## config.mk

```make
export PLATFORM = sky130hd
export DESIGN_NAME = catmull_rom_stroke_sampler_top
export DESIGN_NICKNAME = d
export VERILOG_FILES = /design/src/hdl/crs_pkg.sv /design/src/hdl/crs_mul.sv /design/src/hdl/crs_sqrt.sv /design/src/hdl/crs_div.sv /design/src/hdl/catmull_rom_stroke_sampler_top.sv
export SDC_FILE = /design/constraint.sdc
export NUM_CORES = 2
export LEC_CHECK = 0
export BUFFER_PORTS_ARGS = -buffer_cell sky130_fd_sc_hd__buf_2
export CAP_MARGIN = 30
export CORE_UTILIZATION = 40
export CTS_CLUSTER_DIAMETER = 150
export CTS_CLUSTER_SIZE = 16
export DETAILED_ROUTE_END_ITERATION = 8
export RECOVER_POWER = 100
export SYNTH_ARGS = -nofsm -noshare
export SYNTH_HDL_FRONTEND = slang
export SYNTH_SLANG_ARGS = --single-unit
```

## constraint.sdc

```tcl
create_clock -name clk_i -period 12.9 [get_ports clk_i]
set_clock_uncertainty 0.15 [all_clocks]
set_input_delay 2.58 -clock clk_i [delete_from_list [all_inputs] [get_ports clk_i]]
set_output_delay 2.58 -clock clk_i [all_outputs]
set_load 0.005 [all_outputs]
```

## src/hdl/crs_pkg.sv

```systemverilog
// Shared widths, constants and types for the Catmull-Rom stroke sampler.
// No dependencies; every other file refers to it by scoped names.
package crs_pkg;

  localparam int COORD_BITS  = 20;
  localparam int T_FRAC_BITS = 16;
  localparam int MAX_SAMPLES = 32;

  localparam int STEP_W  = 16;
  localparam int ACC_W   = COORD_BITS + 8;           // Horner accumulator
  localparam int MB_W    = COORD_BITS + 2;           // second multiplier operand
  localparam int PROD_W  = ACC_W + MB_W;
  localparam int TW      = T_FRAC_BITS + 1;          // t and step, up to 1.0
  localparam int SQ_W    = 2 * (COORD_BITS + 1);     // sum of two squares
  localparam int ROOT_W  = SQ_W / 2;
  localparam int DIST_W  = ROOT_W + 1;
  localparam int DVD_W   = STEP_W + T_FRAC_BITS;
  localparam int CNT_W   = $clog2(MAX_SAMPLES + 1);

  localparam logic [STEP_W-1:0] STEP_DEFAULT = STEP_W'(80);
  localparam logic [TW-1:0]     T_ONE        = TW'(1) << T_FRAC_BITS;
  localparam logic [TW-1:0]     T_HALF       = TW'(1) << (T_FRAC_BITS - 1);

  localparam logic signed [ACC_W-1:0] SAT_HI = ACC_W'((64'sd1 <<< (COORD_BITS - 1)) - 1);
  localparam logic signed [ACC_W-1:0] SAT_LO = -SAT_HI - ACC_W'(1);

  typedef logic signed [COORD_BITS-1:0] coord_t;

endpackage

```

## src/hdl/crs_mul.sv

```systemverilog
// Shared signed multiplier with a registered product.
// Depends on crs_pkg.
module crs_mul (
  input  logic                              clk_i,
  input  logic                              en_i,
  input  logic signed [crs_pkg::ACC_W-1:0]  a_i,
  input  logic signed [crs_pkg::MB_W-1:0]   b_i,
  output logic signed [crs_pkg::PROD_W-1:0] prod_o
);

  logic signed [crs_pkg::PROD_W-1:0] prod_q;

  always_ff @(posedge clk_i) begin
    if (en_i) begin
      prod_q <= crs_pkg::PROD_W'(a_i) * crs_pkg::PROD_W'(b_i);
    end
  end

  assign prod_o = prod_q;

endmodule

```

## src/hdl/crs_sqrt.sv

```systemverilog
// Floor integer square root, two radicand bits per cycle.
// Depends on crs_pkg.
module crs_sqrt (
  input  logic                        clk_i,
  input  logic                        rst_ni,
  input  logic                        start_i,
  input  logic [crs_pkg::SQ_W-1:0]    val_i,
  output logic                        done_o,
  output logic [crs_pkg::ROOT_W-1:0]  root_o
);

  localparam int RW = crs_pkg::ROOT_W + 3;
  localparam int CW = $clog2(crs_pkg::ROOT_W + 1);

  logic [crs_pkg::SQ_W-1:0]   val_q;
  logic [RW-1:0]              rem_q;
  logic [crs_pkg::ROOT_W-1:0] root_q;
  logic [CW-1:0]              cnt_q;
  logic                       busy_q, done_q;
  logic [RW-1:0]              rem_sh, trial;

  always_comb begin
    rem_sh = {rem_q[RW-3:0], val_q[crs_pkg::SQ_W-1 -: 2]};
    trial  = {1'b0, root_q, 2'b01};
  end

  always_ff @(posedge clk_i or negedge rst_ni) begin
    if (!rst_ni) begin
      busy_q <= 1'b0;
      done_q <= 1'b0;
      cnt_q  <= '0;
    end else begin
      done_q <= 1'b0;
      if (start_i) begin
        busy_q <= 1'b1;
        val_q  <= val_i;
        rem_q  <= '0;
        root_q <= '0;
        cnt_q  <= CW'(crs_pkg::ROOT_W);
      end else if (busy_q) begin
        val_q <= val_q << 2;
        if (rem_sh >= trial) begin
          rem_q  <= rem_sh - trial;
          root_q <= {root_q[crs_pkg::ROOT_W-2:0], 1'b1};
        end else begin
          rem_q  <= rem_sh;
          root_q <= {root_q[crs_pkg::ROOT_W-2:0], 1'b0};
        end
        cnt_q <= cnt_q - CW'(1);
        if (cnt_q == CW'(1)) begin
          busy_q <= 1'b0;
          done_q <= 1'b1;
        end
      end
    end
  end

  assign done_o = done_q;
  assign root_o = root_q;

`ifndef NO_ASSERTIONS
  a_sqrt_no_restart: assert property (@(posedge clk_i) disable iff (!rst_ni)
    start_i |-> !busy_q) else $error("sqrt restarted while busy");
`endif

endmodule

```

## src/hdl/crs_div.sv

```systemverilog
// Restoring divider, one quotient bit per cycle.
// Depends on crs_pkg.
module crs_div (
  input  logic                        clk_i,
  input  logic                        rst_ni,
  input  logic                        start_i,
  input  logic [crs_pkg::DVD_W-1:0]   dvd_i,
  input  logic [crs_pkg::DIST_W-1:0]  dsr_i,
  output logic                        done_o,
  output logic [crs_pkg::DVD_W-1:0]   quot_o
);

  localparam int RW = crs_pkg::DIST_W + 1;
  localparam int CW = $clog2(crs_pkg::DVD_W + 1);

  logic [crs_pkg::DVD_W-1:0]  dvd_q;
  logic [crs_pkg::DIST_W-1:0] dsr_q;
  logic [RW-1:0]              rem_q, rem_sh;
  logic [CW-1:0]              cnt_q;
  logic                       busy_q, done_q;

  assign rem_sh = {rem_q[RW-2:0], dvd_q[crs_pkg::DVD_W-1]};

  always_ff @(posedge clk_i or negedge rst_ni) begin
    if (!rst_ni) begin
      busy_q <= 1'b0;
      done_q <= 1'b0;
      cnt_q  <= '0;
    end else begin
      done_q <= 1'b0;
      if (start_i) begin
        busy_q <= 1'b1;
        dvd_q  <= dvd_i;
        dsr_q  <= dsr_i;
        rem_q  <= '0;
        cnt_q  <= CW'(crs_pkg::DVD_W);
      end else if (busy_q) begin
        // quotient bits shift in where the dividend bits leave
        if (rem_sh >= {1'b0, dsr_q}) begin
          rem_q <= rem_sh - {1'b0, dsr_q};
          dvd_q <= {dvd_q[crs_pkg::DVD_W-2:0], 1'b1};
        end else begin
          rem_q <= rem_sh;
          dvd_q <= {dvd_q[crs_pkg::DVD_W-2:0], 1'b0};
        end
        cnt_q <= cnt_q - CW'(1);
        if (cnt_q == CW'(1)) begin
          busy_q <= 1'b0;
          done_q <= 1'b1;
        end
      end
    end
  end

  assign done_o = done_q;
  assign quot_o = dvd_q;

`ifndef NO_ASSERTIONS
  a_div_no_restart: assert property (@(posedge clk_i) disable iff (!rst_ni)
    start_i |-> !busy_q) else $error("divider restarted while busy");
`endif

endmodule

```

## src/hdl/catmull_rom_stroke_sampler_top.sv

```systemverilog
// Catmull-Rom stroke sampler: sequencer, control-point window, output stage.
// Depends on crs_pkg, crs_mul, crs_sqrt, crs_div.
//
//  channel  | handshake                  | payload
//  ---------+----------------------------+---------------------------------------------
//  in       | in_valid_i / in_ready_o    | vertex_x_i, vertex_y_i, stroke_end_i
//  out      | out_valid_o / out_ready_i  | point_x_o, point_y_o, run_last_o, stroke_last_o
//  cfg      | cfg_we_i                   | cfg_wdata_i (step_length)
//
// Segment and sample work all runs through the single shared multiplier (Horner
// steps and squares), two square roots per segment and at most one divide; an end
// vertex runs up to two segments.
// in_ready_o is high only between vertices. The sequencer stalls while the output
// register is full; one sample is held back so the last one can be flagged.
// Reset clears the window, vertex count and step_length to 80.
module catmull_rom_stroke_sampler_top (
  input  logic                                  clk_i,
  input  logic                                  rst_ni,
  input  logic                                  in_valid_i,
  output logic                                  in_ready_o,
  input  logic signed [crs_pkg::COORD_BITS-1:0] vertex_x_i,
  input  logic signed [crs_pkg::COORD_BITS-1:0] vertex_y_i,
  input  logic                                  stroke_end_i,
  output logic                                  out_valid_o,
  input  logic                                  out_ready_i,
  output logic signed [crs_pkg::COORD_BITS-1:0] point_x_o,
  output logic signed [crs_pkg::COORD_BITS-1:0] point_y_o,
  output logic                                  run_last_o,
  output logic                                  stroke_last_o,
  input  logic                                  cfg_we_i,
  input  logic [crs_pkg::STEP_W-1:0]            cfg_wdata_i
);

  localparam int C  = crs_pkg::COORD_BITS;
  localparam int AW = crs_pkg::ACC_W;
  localparam int F  = crs_pkg::T_FRAC_BITS;

  typedef enum logic [3:0] {
    S_IDLE, S_START, S_SHIFT, S_SEG, S_EV_INIT, S_EV_MUL, S_EV_ADD,
    S_SQ_MUL, S_SQ_ACC, S_SQRT, S_DIVST, S_DIV, S_SAMP, S_PUSH, S_FLUSH
  } state_e;

  state_e state_q;

  logic [crs_pkg::STEP_W-1:0] step_len_q;
  crs_pkg::coord_t wx_q [3];
  crs_pkg::coord_t wy_q [3];
  crs_pkg::coord_t in_x_q, in_y_q, ex_q, ey_q, pend_x_q, pend_y_q;
  crs_pkg::coord_t out_x_q, out_y_q;
  logic        in_end_q, pend_v_q, out_v_q, out_rl_q, out_sl_q;
  logic [1:0]  seen_q, kseen_q, hstep_q;
  logic        phase_q, cs_q, ret_mid_q, tgt_q, sq_idx_q;
  logic signed [AW-1:0] acc_q;
  logic [crs_pkg::TW-1:0]     t_q, step_q;
  logic [crs_pkg::CNT_W-1:0]  cnt_q;
  logic [crs_pkg::SQ_W-1:0]   sum_q, sum_d;
  logic [crs_pkg::DIST_W-1:0] dist_q;

  // control points for the selected coordinate
  logic signed [AW-1:0] q0, q1, q2, q3, cf_c, cf_b, cf_a, cf_d, coef_sel;
  logic signed [AW-1:0] ev_sum, ev_half;
  crs_pkg::coord_t      ev_res;
  logic signed [C:0]    diff;
  crs_pkg::coord_t      mid_c, tgt_c;

  logic signed [AW-1:0]             mul_a;
  logic signed [crs_pkg::MB_W-1:0]  mul_b;
  logic signed [crs_pkg::PROD_W-1:0] prod;
  logic                             mul_en;

  logic sqrt_start, sqrt_done, div_start, div_done, slot;
  logic [crs_pkg::ROOT_W-1:0] root;
  logic [crs_pkg::DVD_W-1:0]  quot;
  logic [crs_pkg::STEP_W-1:0] len;

  always_comb begin
    q0 = AW'(cs_q ? wy_q[0] : wx_q[0]);
    q1 = AW'(cs_q ? wy_q[1] : wx_q[1]);
    q2 = AW'(cs_q ? wy_q[2] : wx_q[2]);
    q3 = AW'(cs_q ? in_y_q : in_x_q);
    cf_c = -q0 + 3 * q1 - 3 * q2 + q3;
    cf_b = 2 * q0 - 5 * q1 + 4 * q2 - q3;
    cf_a = q2 - q0;
    cf_d = 2 * q1;
    case (hstep_q)
      2'd0:    coef_sel = cf_b;
      2'd1:    coef_sel = cf_a;
      default: coef_sel = cf_d;
    endcase
    ev_sum  = coef_sel + prod[AW+F-1:F];
    ev_half = (ev_sum + AW'(1)) >>> 1;
    if (ev_half > crs_pkg::SAT_HI)      ev_res = crs_pkg::SAT_HI[C-1:0];
    else if (ev_half < crs_pkg::SAT_LO) ev_res = crs_pkg::SAT_LO[C-1:0];
    else                                ev_res = ev_half[C-1:0];

    mid_c = sq_idx_q ? ey_q : ex_q;
    if (tgt_q) tgt_c = sq_idx_q ? wy_q[2] : wx_q[2];
    else       tgt_c = sq_idx_q ? wy_q[1] : wx_q[1];
    diff = (C+1)'(mid_c) - (C+1)'(tgt_c);

    mul_en = (state_q == S_EV_MUL) || (state_q == S_SQ_MUL);
    if (state_q == S_SQ_MUL) begin
      mul_a = AW'(diff);
      mul_b = crs_pkg::MB_W'(diff);
    end else begin
      mul_a = acc_q;
      mul_b = {{(crs_pkg::MB_W - crs_pkg::TW){1'b0}}, t_q};
    end

    sum_d      = sum_q + prod[crs_pkg::SQ_W-1:0];
    sqrt_start = (state_q == S_SQ_ACC) && sq_idx_q;
    div_start  = (state_q == S_DIVST) && (dist_q != '0);
    len        = (step_len_q == '0) ? crs_pkg::STEP_DEFAULT : step_len_q;
    slot       = !out_v_q || out_ready_i;
  end

  crs_mul u_mul (
    .clk_i  (clk_i),
    .en_i   (mul_en),
    .a_i    (mul_a),
    .b_i    (mul_b),
    .prod_o (prod)
  );

  crs_sqrt u_sqrt (
    .clk_i   (clk_i),
    .rst_ni  (rst_ni),
    .start_i (sqrt_start),
    .val_i   (sum_d),
    .done_o  (sqrt_done),
    .root_o  (root)
  );

  crs_div u_div (
    .clk_i   (clk_i),
    .rst_ni  (rst_ni),
    .start_i (div_start),
    .dvd_i   ({len, {F{1'b0}}}),
    .dsr_i   (dist_q),
    .done_o  (div_done),
    .quot_o  (quot)
  );

  always_ff @(posedge clk_i or negedge rst_ni) begin
    if (!rst_ni) begin
      state_q    <= S_IDLE;
      step_len_q <= crs_pkg::STEP_DEFAULT;
      seen_q     <= '0;
      pend_v_q   <= 1'b0;
      out_v_q    <= 1'b0;
      for (int i = 0; i < 3; i++) begin
        wx_q[i] <= '0;
        wy_q[i] <= '0;
      end
    end else begin
      if (cfg_we_i) step_len_q <= cfg_wdata_i;
      if (out_v_q && out_ready_i) out_v_q <= 1'b0;

      unique case (state_q)
        S_IDLE: begin
          if (in_valid_i) begin
            in_x_q   <= vertex_x_i;
            in_y_q   <= vertex_y_i;
            in_end_q <= stroke_end_i;
            kseen_q  <= seen_q;
            state_q  <= S_START;
          end
        end
        S_START: begin
          if (kseen_q == 2'd0) begin
            if (!in_end_q) begin
              for (int i = 0; i < 3; i++) begin
                wx_q[i] <= in_x_q;
                wy_q[i] <= in_y_q;
              end
              seen_q <= 2'd1;
            end
            state_q <= S_IDLE;
          end else if (kseen_q >= 2'd2) begin
            phase_q <= 1'b0;
            state_q <= S_SEG;
          end else begin
            state_q <= S_SHIFT;
          end
        end
        S_SHIFT: begin
          wx_q[0] <= wx_q[1];
          wy_q[0] <= wy_q[1];
          wx_q[1] <= wx_q[2];
          wy_q[1] <= wy_q[2];
          wx_q[2] <= in_x_q;
          wy_q[2] <= in_y_q;
          if (seen_q != 2'd3) seen_q <= seen_q + 2'd1;
          if (in_end_q) begin
            phase_q <= 1'b1;
            state_q <= S_SEG;
          end else begin
            state_q <= S_FLUSH;
          end
        end
        S_SEG: begin
          cnt_q     <= '0;
          t_q       <= crs_pkg::T_HALF;
          ret_mid_q <= 1'b1;
          cs_q      <= 1'b0;
          state_q   <= S_EV_INIT;
        end
        S_EV_INIT: begin
          acc_q   <= cf_c;
          hstep_q <= 2'd0;
          state_q <= S_EV_MUL;
        end
        S_EV_MUL: state_q <= S_EV_ADD;
        S_EV_ADD: begin
          acc_q   <= ev_sum;
          hstep_q <= hstep_q + 2'd1;
          state_q <= S_EV_MUL;
          if (hstep_q == 2'd2) begin
            if (!cs_q) begin
              ex_q    <= ev_res;
              cs_q    <= 1'b1;
              state_q <= S_EV_INIT;
            end else begin
              ey_q <= ev_res;
              if (ret_mid_q) begin
                tgt_q    <= 1'b0;
                sq_idx_q <= 1'b0;
                sum_q    <= '0;
                state_q  <= S_SQ_MUL;
              end else begin
                state_q <= S_PUSH;
              end
            end
          end
        end
        S_SQ_MUL: state_q <= S_SQ_ACC;
        S_SQ_ACC: begin
          sum_q <= sum_d;
          if (!sq_idx_q) begin
            sq_idx_q <= 1'b1;
            state_q  <= S_SQ_MUL;
          end else begin
            state_q <= S_SQRT;
          end
        end
        S_SQRT: begin
          if (sqrt_done) begin
            if (!tgt_q) begin
              dist_q   <= crs_pkg::DIST_W'(root);
              tgt_q    <= 1'b1;
              sq_idx_q <= 1'b0;
              sum_q    <= '0;
              state_q  <= S_SQ_MUL;
            end else begin
              dist_q  <= dist_q + crs_pkg::DIST_W'(root);
              state_q <= S_DIVST;
            end
          end
        end
        S_DIVST: begin
          t_q       <= '0;
          cnt_q     <= '0;
          ret_mid_q <= 1'b0;
          if (dist_q == '0) begin
            step_q  <= crs_pkg::T_ONE;
            state_q <= S_SAMP;
          end else begin
            state_q <= S_DIV;
          end
        end
        S_DIV: begin
          if (div_done) begin
            if (quot[crs_pkg::DVD_W-1:F] != '0) step_q <= crs_pkg::T_ONE;
            else if (quot == '0)                step_q <= crs_pkg::TW'(1);
            else                                step_q <= crs_pkg::TW'(quot[F-1:0]);
            state_q <= S_SAMP;
          end
        end
        S_SAMP: begin
          if ((cnt_q < crs_pkg::CNT_W'(crs_pkg::MAX_SAMPLES)) && (t_q < crs_pkg::T_ONE)) begin
            cs_q    <= 1'b0;
            state_q <= S_EV_INIT;
          end else begin
            state_q <= phase_q ? S_FLUSH : S_SHIFT;
          end
        end
        S_PUSH: begin
          if (!pend_v_q || slot) begin
            if (pend_v_q) begin
              out_x_q  <= pend_x_q;
              out_y_q  <= pend_y_q;
              out_rl_q <= 1'b0;
              out_sl_q <= 1'b0;
              out_v_q  <= 1'b1;
            end
            pend_x_q <= ex_q;
            pend_y_q <= ey_q;
            pend_v_q <= 1'b1;
            t_q      <= t_q + step_q;
            cnt_q    <= cnt_q + crs_pkg::CNT_W'(1);
            state_q  <= S_SAMP;
          end
        end
        S_FLUSH: begin
          if (!pend_v_q || slot) begin
            if (pend_v_q) begin
              // end of stroke: last point snaps to the final vertex, unless a two-vertex stroke gave one sample
              if (in_end_q && ((kseen_q >= 2'd2) || (cnt_q > crs_pkg::CNT_W'(1)))) begin
                out_x_q <= in_x_q;
                out_y_q <= in_y_q;
              end else begin
                out_x_q <= pend_x_q;
                out_y_q <= pend_y_q;
              end
              out_rl_q <= 1'b1;
              out_sl_q <= in_end_q;
              out_v_q  <= 1'b1;
              pend_v_q <= 1'b0;
            end
            if (in_end_q) begin
              seen_q <= '0;
              for (int i = 0; i < 3; i++) begin
                wx_q[i] <= '0;
                wy_q[i] <= '0;
              end
            end
            state_q <= S_IDLE;
          end
        end
        default: state_q <= S_IDLE;
      endcase
    end
  end

  assign in_ready_o    = (state_q == S_IDLE);
  assign out_valid_o   = out_v_q;
  assign point_x_o     = out_x_q;
  assign point_y_o     = out_y_q;
  assign run_last_o    = out_rl_q;
  assign stroke_last_o = out_sl_q;

`ifndef NO_ASSERTIONS
  a_busy_after_accept: assert property (@(posedge clk_i) disable iff (!rst_ni)
    (in_valid_i && in_ready_o) |=> !in_ready_o) else $error("ready right after accept");
  a_step_nonzero: assert property (@(posedge clk_i) disable iff (!rst_ni)
    (state_q == S_SAMP) |-> (step_q != '0)) else $error("zero sample step");
  a_pend_empty_idle: assert property (@(posedge clk_i) disable iff (!rst_ni)
    (state_q == S_IDLE) |-> !pend_v_q) else $error("held sample left at idle");
`endif

endmodule

```

=== Word-level counts from Yosys, hierarchy flattened ===
Index checks and enable logic that the tools add are counted.

* Bits in registers: 671
* Output and inout bits: 44
* Input bits: 62

* $mul: 4
* Bitwise operators: 1
* Mux-type cells: 133
* $add $sub $neg: 21
* Equality and inequality tests: 39
* Reduce and logical (&&, ||, !) cells: 56
* Order comparisons: 8

{| class="wikitable"
|+ Operators by type and width
! cell !! count
|-
| 60-bit two-way mux || 6
|-
| 60-bit case mux with 3 select lines || 2
|-
| 20-bit two-way mux || 16
|-
| 42-bit two-way mux || 7
|-
| 28-bit two-way mux || 5
|-
| 42-bit case mux with 3 select lines || 1
|-
| 28-bit adder || 4
|-
| 28-bit case mux with 2 select lines || 2
|-
| 28-bit subtractor || 4
|-
| 20-bit case mux with 2 select lines || 2
|-
| 17-bit two-way mux || 4
|-
| 32-bit two-way mux || 2
|-
| 4-bit case mux with 15 select lines || 1
|-
| 3-bit by 28-bit multiplier with 28-bit output, first input constant || 2
|-
| 4-bit two-way mux || 13
|-
| 17-bit case mux with 3 select lines || 1
|-
| 24-bit two-way mux || 2
|-
| 23-bit two-way mux || 2
|-
| 28-bit by 22-bit multiplier with 44-bit output || 1
|-
| 42-bit adder || 1
|-
| 21-bit two-way mux || 2
|-
| 1-bit two-way mux || 38
|-
| 2-bit != test, second input constant || 18
|-
| 17-bit case mux with 2 select lines || 1
|-
| other kinds (60) || 125
|}

=== Depth between registers and ports, before layout ===
* Depth after elaboration: 11
* Depth in mapped cells: 46

=== By module ===
From an unflattened synthesis, not the netlist that was laid out.

* Cells, all modules: 6879
* Area, all modules: 68968.6 µm²

{| class="wikitable"
|+ By module, submodules not included
! module !! sequential area each (µm²) !! times used !! area each (µm²) !! cells each
|-
| catmull_rom_stroke_sampler_top || 12734.7 || 1 || 34933.5 || 3488
|-
| crs_mul || 1501.4 || 1 || 23477.5 || 2463
|-
| crs_sqrt || 2727.6 || 1 || 5684.2 || 510
|-
| crs_div || 2482.4 || 1 || 4873.4 || 418
|}

=== Worst setup path before layout ===
No wires, ideal clock.

* Path kind: register to register
* From: register sq_idx_q
* To: register u_mul.prod_q, in the netlist u_mul.prod_o[43] (data pin)
* Library setup time: 0.258 ns
* Arrival: 10.829 ns
* Stages on the path, launching flop included: 46
* Clock period less this slack: 11.236 ns
* Data required time: 12.492 ns
* Setup slack: 1.664 ns
* Buffers on the path: 4
* Cells stage by stage: edfxtp_1 -> clkbuf_1 -> buf_1 -> clkbuf_1 -> mux2_2 -> ha_1 -> o21a_1 -> o31a_1 -> o41ai_1 -> o2111ai_1 -> o211a_1 -> a21oi_1 -> o21ai_0 -> a21o_1 -> a21oi_1 -> xnor2_1 -> and2_0 -> a21o_1 -> (+10 left out) -> inv_1 -> fa_1 -> inv_1 -> fa_1 -> ha_1 -> a21o_1 -> a21o_1 -> a21oi_1 -> o21ai_0 -> a221oi_1 -> a21oi_1 -> o41a_1 -> o41ai_1 -> o31a_1 -> a21oi_1 -> o21a_1 -> nor2_1 -> xnor2_1

* Longest elaborated chain between the ends: 5

{| class="wikitable"
|+ RTL lines
! item !! RTL line !! RTL
|-
| from (decl) || catmull_rom_stroke_sampler_top.sv:52 || <nowiki>logic phase_q, cs_q, ret_mid_q, tgt_q, sq_idx_q;</nowiki>
|-
| from (signal assigned) || catmull_rom_stroke_sampler_top.sv:227 || <nowiki>sq_idx_q <= 1'b0;</nowiki>
|-
| from (signal assigned) || catmull_rom_stroke_sampler_top.sv:240 || <nowiki>sq_idx_q <= 1'b1;</nowiki>
|-
| from (signal assigned) || catmull_rom_stroke_sampler_top.sv:251 || <nowiki>sq_idx_q <= 1'b0;</nowiki>
|-
| 20-bit two-way mux, on equally long branches || catmull_rom_stroke_sampler_top.sv:98, catmull_rom_stroke_sampler_top.sv:97 ||
|-
| 20-bit two-way mux || catmull_rom_stroke_sampler_top.sv:97 || <nowiki>if (tgt_q) tgt_c = sq_idx_q ? wy_q[2] : wx_q[2];</nowiki>
|-
| 20-bit by 20-bit subtractor with 21-bit output (*) || catmull_rom_stroke_sampler_top.sv:99 || <nowiki>diff = (C+1)'(mid_c) - (C+1)'(tgt_c);</nowiki>
|-
| 28-bit two-way mux or 22-bit two-way mux (tied branches) || catmull_rom_stroke_sampler_top.sv:102 || <nowiki>if (state_q == S_SQ_MUL) begin</nowiki>
|-
| 28-bit by 22-bit multiplier with 44-bit output (*) || crs_mul.sv:15 || <nowiki>prod_q <= crs_pkg::PROD_W'(a_i) * crs_pkg::PROD_W'(b_i);</nowiki>
|-
| to (signal assigned) || crs_mul.sv:15 ||
|-
| to (decl) || crs_mul.sv:11 || <nowiki>logic signed [crs_pkg::PROD_W-1:0] prod_q;</nowiki>
|}

Mark *: on every way between the ends. The rest lies on a longest branch, timed or not.
A chain may end at the register's enable or synchronous reset.

=== Worst setup path in the final report ===
Same ends and word-level chain as after synthesis.

==> reports/results.txt <==
Number of slew-limit violations in the final report: 1129. The most numerous cell type found on the critical path is sky130_fd_sc_hd__fa_1. The most used flip-flop cell after synthesis is sky130_fd_sc_hd__edfxtp_1. The area share of the leading cell type in the synthesized netlist is 0.236, and the number of fill cells is 15.6k.

The final critical-path required period is 12230 ps. The kind of start point of the critical path was a register. Path type of the worst setup path: reg2reg.

TritonCTS built the clock tree. For the placed wire-length estimate after detailed placement, the log shows 142000 µm. The critical path contains buffers and inverters numbering 7 combined.

By area the synthesized netlist is led by sky130_fd_sc_hd__edfxtp_1, sky130_fd_sc_hd__fa_1, sky130_fd_sc_hd__ha_1. STA classifies the critical path endpoint as a register. The final cycle utilization of the critical path came out at 0.948. The checks that failed: max-capacitance violations, max-slew violations.

Synthesis-stage register bit count: 668. The routed layout has 47.3k vias. Post-synthesis cell type count: 103. The root cell of the clock tree was sky130_fd_sc_hd__clkbuf_16. Yosys mapped a number of flops with a built-in enable equal to 509. After clock tree synthesis, the clock-pin slew on the worst setup and hold paths is 80 ps. The yosys synthesis warning count came out at 0. The cell count after synthesis came out at 6615. The worst hold-check path type was reg2reg. The clock latency on the worst-skew pair was 660 ps; the final cell utilization of the core was 0.430. The sequential area share after synthesis is 0.297, and the number of hold violations in the final report is 0. The logs give 3848 for the number of DRC violations after detailed-routing iteration 0 and 147 for the number of core rows. The number of nets at the end of the flow is 7864, and the highest net fanout along the worst path is 21. The cell area that synthesis handed to floorplanning was 0.0649 mm².

During I/O placement, the number of pins put on the boundary was 106. Measured along the y axis, the die boundary spans 405 µm. The iteration count of the initial detailed-routing pass was 6; the number of global-route vias before repair was 48.8k. The arrival time of the worst setup path was 12460 ps; the placeable core region was 0.161 mm². The starting density of the core came out at 0.404. The largest net degree at the start of global routing came out at 98. The flow ran to the end, but the final reports show violations. On the worst path, the slowest cell contributes a delay of 690 ps. The tools report the maximum level of the CTS H-tree as 2.

For the number of buffers inserted during clock tree synthesis, the log shows 47. The number of vias per cell came out at 5.37. Number of antenna violations at the first check in global routing: 5. Setup repair after global routing left no endpoint under its margin. After synthesis, the mean cell area works out to 9.81 µm².

The die footprint was 0.164 mm². The run gives 7864 as the total nets after synthesis. Buffers placed on the I/O ports in this run total 105.

Clock tree synthesis found a total of 668 sinks. The cell type contributing the most total cell area after synthesis is sky130_fd_sc_hd__edfxtp_1. After routing, the total negative slack on setup checks comes to 0 ps. Hold is met by 308 ps. The share of synthesized flip-flops with an asynchronous set or reset was 0.238; the data required time at the worst endpoint was 13130 ps. The global-route wire length before repair is 283000 µm, and the remaining number of nets flagged by the antenna check after routing is 0.

For this run the aggregate overflow at the end of global routing stands at 0. For this block, the routed nets add up to 179000 µm of wire. The overall die width works out to 405 µm. Global-route usage over all layers: 0.222. Fraction of layout instances using a drive strength above 1: 0.0543. Including well taps, the total number of placed cells is 8724. For the pin with the worst max-slew slack, the measured transition is 3990 ps.

The DRC violations left was 0; the total setup buffers inserted after CTS was 0. The area overhead of the layout relative to synthesis works out to 6.53%. In the final routed layout, each cell accounts on average for 20.3 µm. The run gives 0 as the number of hold-repair buffers added at the cts stage. The count of cells in the finished layout, fillers not included, comes to 8816. Setup violations remaining at the end of the flow were counted as 0. For this design, the slowest cell found on the critical path is sky130_fd_sc_hd__edfxtp_1.

The final weighted congestion of routability-driven global placement was 0.928; the tightest slew margin relative to the limit was -1.66. The family with the most delay on the worst path is compound AO/OA/AOI/OAI gates. For this run, the top clock speed supported by timing is 0.0817 GHz.

In this run the deepest clock path goes through 3 buffers. The tools report the max-cap violation count as 25.
-- path summary, 6_finish.rpt --
check	startpoint	endpoint	slack, ps	cells past startpoint
setup / recovery	sq_idx_q$_DFFE_PP_	u_mul.prod_o[43]$_DFFE_PP_	670	43
hold / removal	ex_q[13]$_DFFE_PP_	pend_x_q[13]$_DFFE_PP_	310	0
setup reg to reg	sq_idx_q$_DFFE_PP_	u_mul.prod_o[43]$_DFFE_PP_	670	43
hold reg to reg	ex_q[13]$_DFFE_PP_	pend_x_q[13]$_DFFE_PP_	310	0
max in group asynchronous	rst_ni	wx_q[18]$_DFFE_PN0P_	3690	4
min in group asynchronous	rst_ni	pend_v_q$_DFFE_PN0P_	2010	1
-- Yosys cell counts, types with 13 or more instances --
cell / instances
sky130_fd_sc_hd__fa_1: 711
sky130_fd_sc_hd__a21o_1: 110
sky130_fd_sc_hd__mux2i_1: 111
sky130_fd_sc_hd__o21bai_1: 22
sky130_fd_sc_hd__or2_2: 17
sky130_fd_sc_hd__a211oi_1: 36
sky130_fd_sc_hd__nand3_1: 101
sky130_fd_sc_hd__nor4_1: 28
sky130_fd_sc_hd__a22o_1: 19
sky130_fd_sc_hd__o31ai_1: 13
sky130_fd_sc_hd__o21a_1: 58
sky130_fd_sc_hd__a21oi_1: 248
sky130_fd_sc_hd__xnor2_1: 158
sky130_fd_sc_hd__nand2b_1: 45
sky130_fd_sc_hd__nor2b_1: 50
sky130_fd_sc_hd__xor2_1: 104
sky130_fd_sc_hd__mux2_2: 107
sky130_fd_sc_hd__clkbuf_1: 236
sky130_fd_sc_hd__nor2_1: 617
sky130_fd_sc_hd__dfrtp_1: 157
sky130_fd_sc_hd__o21ai_0: 276
sky130_fd_sc_hd__ha_1: 476
sky130_fd_sc_hd__inv_1: 1039
sky130_fd_sc_hd__a221oi_1: 83
sky130_fd_sc_hd__nand4_1: 22
sky130_fd_sc_hd__buf_1: 17
sky130_fd_sc_hd__mux4_2: 20
sky130_fd_sc_hd__o211ai_1: 17
sky130_fd_sc_hd__and2_1: 38
sky130_fd_sc_hd__a31oi_1: 21
sky130_fd_sc_hd__or3_1: 23
sky130_fd_sc_hd__o221ai_1: 14
sky130_fd_sc_hd__nand2_1: 736
sky130_fd_sc_hd__edfxtp_1: 509
sky130_fd_sc_hd__and3_1: 66
sky130_fd_sc_hd__nor3_1: 82
-- cells by family (layout without fill, tap and decap cells) --
logic type	count (synthesis)	count (layout)	share of synthesized area
AND/OR/NAND/NOR	1881	1881	0.128
buffers and inverters	1300	1338	0.0757
adder cells (fa/ha/maj)	1187	1187	0.311
AO/OA/AOI/OAI	1076	1076	0.109
flip-flops	668	668	0.297
XOR/XNOR	265	265	0.0362
multiplexers	238	238	0.0426
other	0	3	0
-- metal layers --
layer  vias to the layer above  share of wire  track usage
li1                      22011              -            -
met1                     23713           0.45        0.319
met2                      1396           0.46        0.357
met3                       219          0.058       0.0234
met4                         4          0.026       0.0552
met5                         -        0.00013            0
-- worst register-to-register path, delay by kind of cell (launching register included) --
| family | cells | cell delay, ps |
|---|---|---|
| flip-flops | 1 | 690 |
| adder cells (fa/ha/maj) | 9 | 4060 |
| AND/OR/NAND/NOR | 4 | 610 |
| XOR/XNOR | 2 | 290 |
| buffers and inverters | 7 | 880 |
| AO/OA/AOI/OAI | 20 | 4860 |
| multiplexers | 1 | 390 |
-- cell usage in the layout (no fill, tap or decap), types with 90 or more instances in the layout --
master                        n
sky130_fd_sc_hd__fa_1       711
sky130_fd_sc_hd__edfxtp_1   509
sky130_fd_sc_hd__ha_1       476
sky130_fd_sc_hd__inv_1     1039
sky130_fd_sc_hd__nor2_1     614
sky130_fd_sc_hd__o21ai_0    287
sky130_fd_sc_hd__a21o_1     110
sky130_fd_sc_hd__xor2_1     105
sky130_fd_sc_hd__a21oi_1    248
sky130_fd_sc_hd__mux2_2      90
sky130_fd_sc_hd__xnor2_1    159
sky130_fd_sc_hd__mux2i_1    111
sky130_fd_sc_hd__nand2_1    736
sky130_fd_sc_hd__clkbuf_1    99
sky130_fd_sc_hd__dfrtp_1    155
sky130_fd_sc_hd__nand3_1    101
-- metrics by stage --
| stage | setup WS [ps] | area (µm²) |
|---|---|---|
| final | 667 | 69100 |
| after global routing | 42.2 | 69100 |
| after CTS | 608 | 69500 |
| after detailed placement | 693 | 68100 |
| after global placement | 840 | 68000 |
| after floorplan | 1660 | 64900 |
-- registers in the layout, indices dropped and copies added (netlist names), 21 cells and up --
name           flops
acc_q             28
dist_q            22
sum_q             42
u_div.dsr_q       22
u_div.quot_o      32
u_div.rem_q       22
u_mul.prod_o      44
u_sqrt.rem_q      22
u_sqrt.root_o     21
u_sqrt.val_q      42
wx_q              60
wy_q              60
-- what timing repair did --
| item | in CTS | in global routing |
|---|---|---|
| endpoints found under the setup margin | 0 | 1 |
| resized for setup | 0 | 1 |
| endpoints found under the hold margin | 0 | 0 |
-- final cells by class --
type | instances | area [µm²] | area share
Multi-Input combinational cell | 4647 | 40700 | 0.589
Clock inverter | 4 | 81.3 | 0.00118
Antenna cell | 3 | 7.51 | 0.000109
Tap cell | 2160 | 2700 | 0.0391
Inverter | 1040 | 3900 | 0.0565
Sequential cell | 668 | 19300 | 0.279
Timing Repair Buffer | 211 | 1160 | 0.0168
Clock buffer | 83 | 1310 | 0.0190
Power is left out: the tool's default activity adds up to more than one toggle a clock period on the data nets, which glitch-free logic cannot reach.
